[src/rtl/pse_pkg.sv]
`timescale 1ns / 1ps
// Shared types, codes and constants of the postfix stack evaluator.
// No dependencies.
package pse_pkg;

    localparam int DATA_W          = 32;
    localparam int STACK_DEPTH_DEF = 16;
    localparam int CMDQ_DEPTH      = 4;

    localparam logic [1:0] REQ_NUM = 2'd0;
    localparam logic [1:0] REQ_OP  = 2'd1;
    localparam logic [1:0] REQ_END = 2'd2;

    localparam logic [1:0] CMD_PUSH = 2'd0;
    localparam logic [1:0] CMD_OP   = 2'd1;
    localparam logic [1:0] CMD_END  = 2'd2;

    localparam logic [1:0] OP_ADD = 2'd0;
    localparam logic [1:0] OP_SUB = 2'd1;
    localparam logic [1:0] OP_MUL = 2'd2;
    localparam logic [1:0] OP_DIV = 2'd3;

    localparam logic [2:0] ST_OK            = 3'd0;
    localparam logic [2:0] ST_TOO_MANY_OPS  = 3'd1;
    localparam logic [2:0] ST_TOO_MANY_NUMS = 3'd2;
    localparam logic [2:0] ST_OVERFLOW      = 3'd3;
    localparam logic [2:0] ST_DIV_ZERO      = 3'd4;
    localparam logic [2:0] ST_EMPTY         = 3'd5;

    typedef struct packed {
        logic [1:0]  req_type;
        logic [30:0] number_value;
        logic [1:0]  operator_code;
    } t_req;

    typedef struct packed {
        logic [2:0]         status;
        logic signed [31:0] value;
        logic               expr_done;
    } t_rsp;

    typedef struct packed {
        logic [1:0]  kind;
        logic [30:0] number;
        logic [1:0]  op;
    } t_cmd;

    typedef struct packed {
        logic                      start;
        logic signed [DATA_W-1:0] dividend;
        logic signed [DATA_W-1:0] divisor;
    } t_div_req;

endpackage

[src/rtl/postfix_stack_evaluator_top.sv]
`timescale 1ns / 1ps
// Postfix stack evaluator, top level. Depends on pse_pkg, pse_front,
// pse_cmd_queue and pse_back.
//
// Usage:
//   Request channel: drive i_req and raise push; the transaction is taken at
//   a rising edge with push high and full low. Request code 3 is taken and
//   discarded without a result.
//   Result channel: while empty is low, o_rsp holds the oldest result; it
//   is taken at a rising edge with pop high. One result per number,
//   operator or end request, in request order.
//   A request passes through the command queue, is taken by the back end
//   with its operands read from the stack, and is executed into the result
//   register; a divide first waits for the one-bit-per-cycle divider.
//   The back end takes one command at a time, and only while the result register is free or being popped.
//   A 4-entry command queue keeps taking requests while the back end works
//   or while the result register waits; when the receiver stalls, the back
//   end holds its result and full rises once the queue fills.
//   Reset (synchronous, active low) empties the queue, the result register
//   and the operand stack; stack memory contents are not cleared.
module postfix_stack_evaluator_top #(
    parameter int STACK_DEPTH = pse_pkg::STACK_DEPTH_DEF
) (
    input  logic          i_clk,
    input  logic          i_rst_n,
    input  logic          push,
    output logic          full,
    input  pse_pkg::t_req i_req,
    output logic          empty,
    input  logic          pop,
    output pse_pkg::t_rsp o_rsp
);

    logic          q_full;
    logic          q_empty;
    logic          q_wr;
    logic          q_rd;
    pse_pkg::t_cmd wr_cmd;
    pse_pkg::t_cmd rd_cmd;

    pse_front u_front (
        .push     (push),
        .i_req    (i_req),
        .i_q_full (q_full),
        .full     (full),
        .o_wr     (q_wr),
        .o_cmd    (wr_cmd)
    );

    pse_cmd_queue u_queue (
        .i_clk   (i_clk),
        .i_rst_n (i_rst_n),
        .i_wr    (q_wr),
        .i_cmd   (wr_cmd),
        .i_rd    (q_rd),
        .o_cmd   (rd_cmd),
        .o_full  (q_full),
        .o_empty (q_empty)
    );

    pse_back #(
        .STACK_DEPTH (STACK_DEPTH)
    ) u_back (
        .i_clk     (i_clk),
        .i_rst_n   (i_rst_n),
        .i_cmd     (rd_cmd),
        .i_q_empty (q_empty),
        .o_q_rd    (q_rd),
        .o_rsp     (o_rsp),
        .empty     (empty),
        .pop       (pop)
    );

endmodule

[src/rtl/pse_front.sv]
`timescale 1ns / 1ps
// Front end: accepts request transactions, classifies them into commands
// and drops unused request codes. Depends on pse_pkg.
module pse_front (
    input  logic          push,
    input  pse_pkg::t_req i_req,
    input  logic          i_q_full,
    output logic          full,
    output logic          o_wr,
    output pse_pkg::t_cmd o_cmd
);

    logic known;

    always_comb begin
        known        = 1'b1;
        o_cmd.kind   = pse_pkg::CMD_PUSH;
        o_cmd.number = i_req.number_value;
        o_cmd.op     = i_req.operator_code;
        unique case (i_req.req_type)
            pse_pkg::REQ_NUM: o_cmd.kind = pse_pkg::CMD_PUSH;
            pse_pkg::REQ_OP:  o_cmd.kind = pse_pkg::CMD_OP;
            pse_pkg::REQ_END: o_cmd.kind = pse_pkg::CMD_END;
            default:          known      = 1'b0;
        endcase
    end

    assign full = i_q_full;
    assign o_wr = push && !i_q_full && known;

endmodule

[src/rtl/pse_cmd_queue.sv]
`timescale 1ns / 1ps
// Short command queue between front and back end.
// Depends on pse_pkg; depth is a power of two.
module pse_cmd_queue (
    input  logic          i_clk,
    input  logic          i_rst_n,
    input  logic          i_wr,
    input  pse_pkg::t_cmd i_cmd,
    input  logic          i_rd,
    output pse_pkg::t_cmd o_cmd,
    output logic          o_full,
    output logic          o_empty
);

    localparam int PW = $clog2(pse_pkg::CMDQ_DEPTH);

    pse_pkg::t_cmd r_q [pse_pkg::CMDQ_DEPTH];
    logic [PW-1:0] r_wp, n_wp;
    logic [PW-1:0] r_rp, n_rp;
    logic [PW:0]   r_cnt, n_cnt;

    always_comb begin
        n_wp  = i_wr ? r_wp + PW'(1) : r_wp;
        n_rp  = i_rd ? r_rp + PW'(1) : r_rp;
        n_cnt = r_cnt + (PW + 1)'(i_wr) - (PW + 1)'(i_rd);
    end

    always_ff @(posedge i_clk) begin
        if (!i_rst_n) begin
            r_wp  <= '0;
            r_rp  <= '0;
            r_cnt <= '0;
        end else begin
            r_wp  <= n_wp;
            r_rp  <= n_rp;
            r_cnt <= n_cnt;
        end
    end

    always_ff @(posedge i_clk) begin
        if (i_wr) begin
            r_q[r_wp] <= i_cmd;
        end
    end

    assign o_cmd   = r_q[r_rp];
    assign o_full  = (r_cnt == (PW + 1)'(pse_pkg::CMDQ_DEPTH));
    assign o_empty = (r_cnt == '0);

endmodule

[src/rtl/pse_div.sv]
`timescale 1ns / 1ps
// Signed truncating divider, one quotient bit per cycle (restoring).
// Depends on pse_pkg.
module pse_div (
    input  logic                           i_clk,
    input  logic                           i_rst_n,
    input  pse_pkg::t_div_req              i_req,
    output logic                           o_done,
    output logic signed [pse_pkg::DATA_W-1:0] o_quotient
);

    localparam int W  = pse_pkg::DATA_W;
    localparam int CW = $clog2(W);

    logic          r_busy;
    logic          r_done;
    logic [CW-1:0] r_cnt;
    logic [W-1:0]  r_quo;
    logic [W-1:0]  r_rem;
    logic [W-1:0]  r_mag_d;
    logic          r_neg;

    logic [W:0]    rem_sh;
    logic [W:0]    diff;
    logic          q_bit;
    logic [W-1:0]  step_rem;
    logic [W-1:0]  mag_a;
    logic [W-1:0]  mag_b;

    always_comb begin
        mag_a    = i_req.dividend[W-1] ? W'(-i_req.dividend) : W'(i_req.dividend);
        mag_b    = i_req.divisor[W-1]  ? W'(-i_req.divisor)  : W'(i_req.divisor);
        rem_sh   = {r_rem, r_quo[W-1]};
        diff     = rem_sh - {1'b0, r_mag_d};
        q_bit    = !diff[W];
        step_rem = q_bit ? diff[W-1:0] : rem_sh[W-1:0];
    end

    always_ff @(posedge i_clk) begin
        if (!i_rst_n) begin
            r_busy <= 1'b0;
            r_done <= 1'b0;
        end else begin
            r_done <= 1'b0;
            if (i_req.start) begin
                r_busy <= 1'b1;
            end else if (r_busy && r_cnt == CW'(W - 1)) begin
                r_busy <= 1'b0;
                r_done <= 1'b1;
            end
        end
    end

    always_ff @(posedge i_clk) begin
        if (i_req.start) begin
            r_cnt   <= '0;
            r_quo   <= mag_a;
            r_rem   <= '0;
            r_mag_d <= mag_b;
            r_neg   <= i_req.dividend[W-1] ^ i_req.divisor[W-1];
        end else if (r_busy) begin
            r_cnt <= r_cnt + CW'(1);
            r_quo <= {r_quo[W-2:0], q_bit};
            r_rem <= step_rem;
        end
    end

    assign o_done     = r_done;
    assign o_quotient = r_neg ? -$signed(r_quo) : $signed(r_quo);

endmodule

[src/rtl/pse_back.sv]
`timescale 1ns / 1ps
// Back end: operand stack memory, arithmetic, divider control and the
// result register. Depends on pse_pkg and pse_div.
module pse_back #(
    parameter int STACK_DEPTH = pse_pkg::STACK_DEPTH_DEF
) (
    input  logic          i_clk,
    input  logic          i_rst_n,
    input  pse_pkg::t_cmd i_cmd,
    input  logic          i_q_empty,
    output logic          o_q_rd,
    output pse_pkg::t_rsp o_rsp,
    output logic          empty,
    input  logic          pop
);

    localparam int W  = pse_pkg::DATA_W;
    localparam int AW = $clog2(STACK_DEPTH);
    localparam int CW = $clog2(STACK_DEPTH + 1);

    localparam logic [1:0] S_IDLE = 2'd0;
    localparam logic [1:0] S_EXEC = 2'd1;
    localparam logic [1:0] S_DIV  = 2'd2;

    logic [1:0]          r_state, n_state;
    logic [CW-1:0]       r_count, n_count;
    logic                r_out_valid, n_out_valid;
    pse_pkg::t_rsp       r_out, n_out;
    pse_pkg::t_cmd       r_cmd;
    logic [W-1:0]        r_mem [STACK_DEPTH];
    logic [W-1:0]        r_rd_top;
    logic [W-1:0]        r_rd_next;

    logic                pop_fire;
    logic                cmd_take;
    logic                mem_we;
    logic [AW-1:0]       mem_waddr;
    logic [W-1:0]        mem_wdata;
    logic [CW-1:0]       cnt_m1;
    logic [CW-1:0]       cnt_m2;
    logic [W-1:0]        prod;
    pse_pkg::t_div_req   div_req;
    logic                div_done;
    logic signed [W-1:0] div_q;

    pse_div u_div (
        .i_clk      (i_clk),
        .i_rst_n    (i_rst_n),
        .i_req      (div_req),
        .o_done     (div_done),
        .o_quotient (div_q)
    );

    assign pop_fire = pop && r_out_valid;
    assign cnt_m1   = r_count - CW'(1);
    assign cnt_m2   = r_count - CW'(2);
    assign prod     = r_rd_next * r_rd_top;

    always_comb begin
        n_state          = r_state;
        n_count          = r_count;
        n_out_valid      = r_out_valid && !pop_fire;
        n_out            = r_out;
        cmd_take         = 1'b0;
        mem_we           = 1'b0;
        mem_waddr        = cnt_m2[AW-1:0];
        mem_wdata        = '0;
        div_req.start    = 1'b0;
        div_req.dividend = $signed(r_rd_next);
        div_req.divisor  = $signed(r_rd_top);
        unique case (r_state)
            S_IDLE: begin
                if (!i_q_empty && (!r_out_valid || pop_fire)) begin
                    cmd_take = 1'b1;
                    n_state  = S_EXEC;
                end
            end
            S_EXEC: begin
                n_state           = S_IDLE;
                n_out_valid       = 1'b1;
                n_out.status      = pse_pkg::ST_OK;
                n_out.value       = '0;
                n_out.expr_done   = 1'b0;
                unique case (r_cmd.kind)
                    pse_pkg::CMD_PUSH: begin
                        if (r_count == CW'(STACK_DEPTH)) begin
                            n_out.status = pse_pkg::ST_OVERFLOW;
                        end else begin
                            mem_we    = 1'b1;
                            mem_waddr = r_count[AW-1:0];
                            mem_wdata = {1'b0, r_cmd.number};
                            n_count   = r_count + CW'(1);
                        end
                    end
                    pse_pkg::CMD_OP: begin
                        if (r_count < CW'(2)) begin
                            n_count      = '0;
                            n_out.status = pse_pkg::ST_TOO_MANY_OPS;
                        end else begin
                            mem_we  = 1'b1;
                            n_count = cnt_m1;
                            unique case (r_cmd.op)
                                pse_pkg::OP_ADD: mem_wdata = r_rd_next + r_rd_top;
                                pse_pkg::OP_SUB: mem_wdata = r_rd_next - r_rd_top;
                                pse_pkg::OP_MUL: mem_wdata = prod;
                                pse_pkg::OP_DIV: begin
                                    if (r_rd_top == '0) begin
                                        n_out.status = pse_pkg::ST_DIV_ZERO;
                                    end else begin
                                        mem_we        = 1'b0;
                                        n_count       = r_count;
                                        n_out_valid   = 1'b0;
                                        div_req.start = 1'b1;
                                        n_state       = S_DIV;
                                    end
                                end
                                default: mem_wdata = '0;
                            endcase
                            if (r_cmd.op != pse_pkg::OP_DIV) begin
                                n_out.value = $signed(mem_wdata);
                            end
                        end
                    end
                    pse_pkg::CMD_END: begin
                        n_count         = '0;
                        n_out.expr_done = 1'b1;
                        if (r_count == '0) begin
                            n_out.status = pse_pkg::ST_EMPTY;
                        end else if (r_count == CW'(1)) begin
                            n_out.value = $signed(r_rd_top);
                        end else begin
                            n_out.status = pse_pkg::ST_TOO_MANY_NUMS;
                        end
                    end
                    default: n_out_valid = r_out_valid;
                endcase
            end
            S_DIV: begin
                if (div_done) begin
                    mem_we          = 1'b1;
                    mem_wdata       = div_q;
                    n_count         = cnt_m1;
                    n_out_valid     = 1'b1;
                    n_out.status    = pse_pkg::ST_OK;
                    n_out.value     = div_q;
                    n_out.expr_done = 1'b0;
                    n_state         = S_IDLE;
                end
            end
            default: n_state = S_IDLE;
        endcase
    end

    always_ff @(posedge i_clk) begin
        if (!i_rst_n) begin
            r_state     <= S_IDLE;
            r_count     <= '0;
            r_out_valid <= 1'b0;
        end else begin
            r_state     <= n_state;
            r_count     <= n_count;
            r_out_valid <= n_out_valid;
        end
    end

    always_ff @(posedge i_clk) begin
        r_out <= n_out;
        if (cmd_take) begin
            r_cmd     <= i_cmd;
            r_rd_top  <= r_mem[cnt_m1[AW-1:0]];
            r_rd_next <= r_mem[cnt_m2[AW-1:0]];
        end
        if (mem_we) begin
            r_mem[mem_waddr] <= mem_wdata;
        end
    end

    assign o_q_rd = cmd_take;
    assign o_rsp  = r_out;
    assign empty  = !r_out_valid;

    a_count_bound: assert property (@(posedge i_clk) disable iff (!i_rst_n)
        r_count <= CW'(STACK_DEPTH))
        else $error("operand count beyond stack depth");

    a_exec_slot_free: assert property (@(posedge i_clk) disable iff (!i_rst_n)
        r_state == S_EXEC |-> !r_out_valid)
        else $error("command executing while result register is occupied");

    a_div_done_in_div: assert property (@(posedge i_clk) disable iff (!i_rst_n)
        div_done |-> r_state == S_DIV)
        else $error("divider finished outside divide wait");

    a_div_enter: assert property (@(posedge i_clk) disable iff (!i_rst_n)
        div_req.start |=> r_state == S_DIV && !r_out_valid)
        else $error("divide start without divide wait");

endmodule

[config.mk]
export PLATFORM = sky130hd
export DESIGN_NAME = postfix_stack_evaluator_top
export DESIGN_NICKNAME = d
export VERILOG_FILES = /design/src/rtl/pse_pkg.sv /design/src/rtl/postfix_stack_evaluator_top.sv /design/src/rtl/pse_front.sv /design/src/rtl/pse_cmd_queue.sv /design/src/rtl/pse_div.sv /design/src/rtl/pse_back.sv
export SDC_FILE = /design/constraint.sdc
export NUM_CORES = 2
export LEC_CHECK = 0
export BUFFER_PORTS_ARGS = -buffer_cell sky130_fd_sc_hd__buf_2
export CAP_MARGIN = 40
export CORE_UTILIZATION = 57
export CTS_BUF_LIST = sky130_fd_sc_hd__clkbuf_2 sky130_fd_sc_hd__clkbuf_4 sky130_fd_sc_hd__clkbuf_8
export DETAILED_ROUTE_END_ITERATION = 10
export GPL_TIMING_DRIVEN = 0
export PLACE_DENSITY = 0.73
export SLEW_MARGIN = 10
export SYNTH_ARGS = -nofsm -noshare
export SYNTH_HDL_FRONTEND = slang
export SYNTH_SLANG_ARGS = --single-unit
[constraint.sdc]
create_clock -name i_clk -period 14.72 [get_ports i_clk]
set_clock_uncertainty 0.2 [all_clocks]
set_input_delay 0.736 -clock i_clk [delete_from_list [all_inputs] [get_ports i_clk]]
set_output_delay 0.736 -clock i_clk [all_outputs]
set_load 0.005 [all_outputs]
==> metrics.txt <==
status=completed; area of the mapped netlist=0.0602 mm²; Worst-path clk slew=0.06 ns; Die ar.=0.107 mm²; Fin Setup TNS=0 ns; Starting Density=0.578; final worst slack=3.99 ns; grt met1 use=0.526; IO Port Bufs=76; Routed Antenna Nets=0; die width=327 µm; final hold vios=0; global routing usage on met3=0.108; die extent in y=327 µm; DRC=0; EDFF count, synth=852; Syn Nets=5266; GRT Max-Usage Layer=met2; worst hold stages=2; drt via density=6.63; vias in the first global route=43346; largest stage delay on the critical path=0.79 ns; total CTS buffers=145; routed len/inst=31.6 µm; Setup CP Type=flip-flop to flip-flop; worst slew pin tran=1.03 ns; insertion delay to the later sink of the worst-skew pair=0.87 ns; area of the core=0.104 mm²; H-tree Lvls=4; row count=118; M2 GR Usage=0.570; All-Layer GR Usage=0.390; Hold EP=u_queue.r_q[3][34]$_DFFE_PP_; CTS Root Cell=clkbuf_8; Via Count=43051; worst r2r dst=u_back.r_mem[11][31]$_DFFE_PP_; aggregate routed wire length=205000 µm; total count of max-transition violations in the final report=0; placer's final routability congestion estimate=1.09; critical path endpoint category=flip-flop; crit path max fanout=16; most used cell, CP=fa_1; top cell type's share of synthesized area=0.425; Slew Limit Headroom=0.316; most common cell in the synthesized netlist=edfxtp_1; area grow syn2layout=12.6%; Min Clock Period, post-route=10.73 ns; worst min path class=input pin to flip-flop; TritonCTS clock tree=built; post-route clock period utilization=0.729; Setup crit start=u_back.r_rd_next[7]$_DFFE_PP_; iteration-0 DRC count of the detailed router=6470; Synth Warn #=0; register-to-register setup slack=3.99 ns; Avg Inst Size Synth=13.1 µm²; Synth cell types=88; RSZ-0062 raised after global routing=false; cells on worst reg2reg path=29; hold path startpoint=i_req[33]; final setup vio count=0; Post-synth top cells=edfxtp_1 (852), inv_1 (461), nand2_1 (429); Synth area leaders=edfxtp_1 (42%), fa_1 (14%), mux4_2 (13%); Yosys reg bits=906; Place WS=4.35 ns; top achievable clock speed=0.0932 GHz; Sink Count=906; cell taking the most area after synthesis=edfxtp_1; Clock Tree Buf Depth=3; Congestion Overflow GR=0; initial antenna violation count=14; DPL Wire Length=156000 µm; sequential-to-total area share from yosys stat=0.443; fraction of layout cells with a size suffix above 1=0.172; top_reg_cell synth=edfxtp_1; Syn Inst Count=4605; I/O pin cnt=77; Worst path slowest cell=nor2b_1; Req. time, crit path=15.03 ns; largest net degree at the start of global routing=54; Reg-to-Reg Start=u_back.r_rd_next[7]$_DFFE_PP_; CP Data Arrival Time=11.04 ns; Final Net Count=5660; first-pass GRT wire length=295000 µm; max cap viols=0; Worst setup SP type=flip-flop; drt pass-1 iters=6; ys async rst share=0
==> per-layer routing <==
metal,part of all wire,wire [µm],vias up
li1,-,-,17215
met1,0.36,74600,21606
met2,0.44,89400,3447
met3,0.13,27300,777
met4,0.068,13900,6
met5,0.00019,40,-
==> cell families after synthesis <==
logic type | synth area share
mux | 0.139
buf+inv | 0.0476
compound gates | 0.0613
xor+xnor | 0.0390
simple gates | 0.0898
fa+ha+maj | 0.181
flops | 0.443
==> state kept, by name, summed over array words and instances, names as in the netlist, 35 cells and up <==
name / count
u_back.r_mem: 512
u_queue.r_q: 140
u_back.o_rsp: 36
u_back.r_cmd: 35
==> worst max-delay path: cells and delay by family, from the launching register on <==
kind	cells	cell delay (ns)
buffers and inverters	8	1.75
AND/OR/NAND/NOR	4	1.30
AO/OA/AOI/OAI	7	1.89
XOR/XNOR	1	0.28
flip-flops	1	0.68
adder cells (fa/ha/maj)	9	4.28
==> cell type report <==
| class | instances | area, µm² |
|---|---|---|
| clock inverter | 71 | 759 |
| tap | 1380 | 1730 |
| antenna | 8 | 20.0 |
| clock buffer | 182 | 2280 |
| fill | 7498 | 36300 |
| inverter | 465 | 1750 |
| sequential | 906 | 26700 |
| multi-input combinational | 2951 | 30900 |
| buffer | 283 | 1130 |
| timing repair buffer | 247 | 2640 |
==> cell usage in the layout, fill, tap and decap left out, types with 24 or more instances in the layout <==
cell,instances
a21o_1,43
o21ai_1,34
buf_2,82
nor2b_1,26
ha_1,211
inv_1,460
xnor2_1,152
nand2_1,429
clkinv_1,28
edfxtp_1,852
clkbuf_8,146
dfxtp_1,54
nor3_1,34
or3_1,26
mux4_2,355
o22ai_1,36
clkbuf_1,226
mux2i_1,36
buf_1,40
and2_1,314
o31ai_1,33
dlygate4sd3_1,33
nor2_1,123
a21oi_1,142
buf_4,24
xor2_1,116
o21ai_0,131
buf_8,26
buf_6,66
fa_1,411
clkbuf_4,38
==> through the flow <==
stage | hold WS [ns] | cell area [µm²] | util | instances
3_5_place_dp | 0.262 | 64300 | 0.617 | 6187
6_report | 0.0557 | 67800 | 0.652 | 6493
3_3_place_gp | 0.260 | 62300 | 0.599 | 6061
5_1_grt | 0.0403 | 67800 | 0.651 | 6487
4_1_cts | 0.00349 | 67600 | 0.650 | 6473
2_1_floorplan | 0.245 | 60200 | - | 4605
==> worst max-delay path by stage <==
stage                                     endpoint  slack, ns  depth (start not counted)
CTS                 u_back.r_mem[15][30]$_DFFE_PP_       4.31                         30
global placement     u_back.r_mem[4][30]$_DFFE_PP_       3.29                         28
detailed placement   u_back.r_mem[4][30]$_DFFE_PP_       4.35                         30
floorplan            u_back.r_mem[0][30]$_DFFE_PP_       6.43                         27
finish              u_back.r_mem[11][31]$_DFFE_PP_       3.99                         29
global route        u_back.r_mem[10][31]$_DFFE_PP_       3.81                         29
==> timing repair <==
| action | in CTS | in global routing |
|---|---|---|
| hold endpoints to repair | 132 | 0 |
| endpoints found under the setup margin | 0 | 0 |
| setup buffers | 0 | 0 |
| hold buffers | 33 | 0 |
| resized for setup | 0 | 0 |
Power is not shown: default switching activity piles up to over one toggle a cycle in this logic, so the estimate is an artifact.
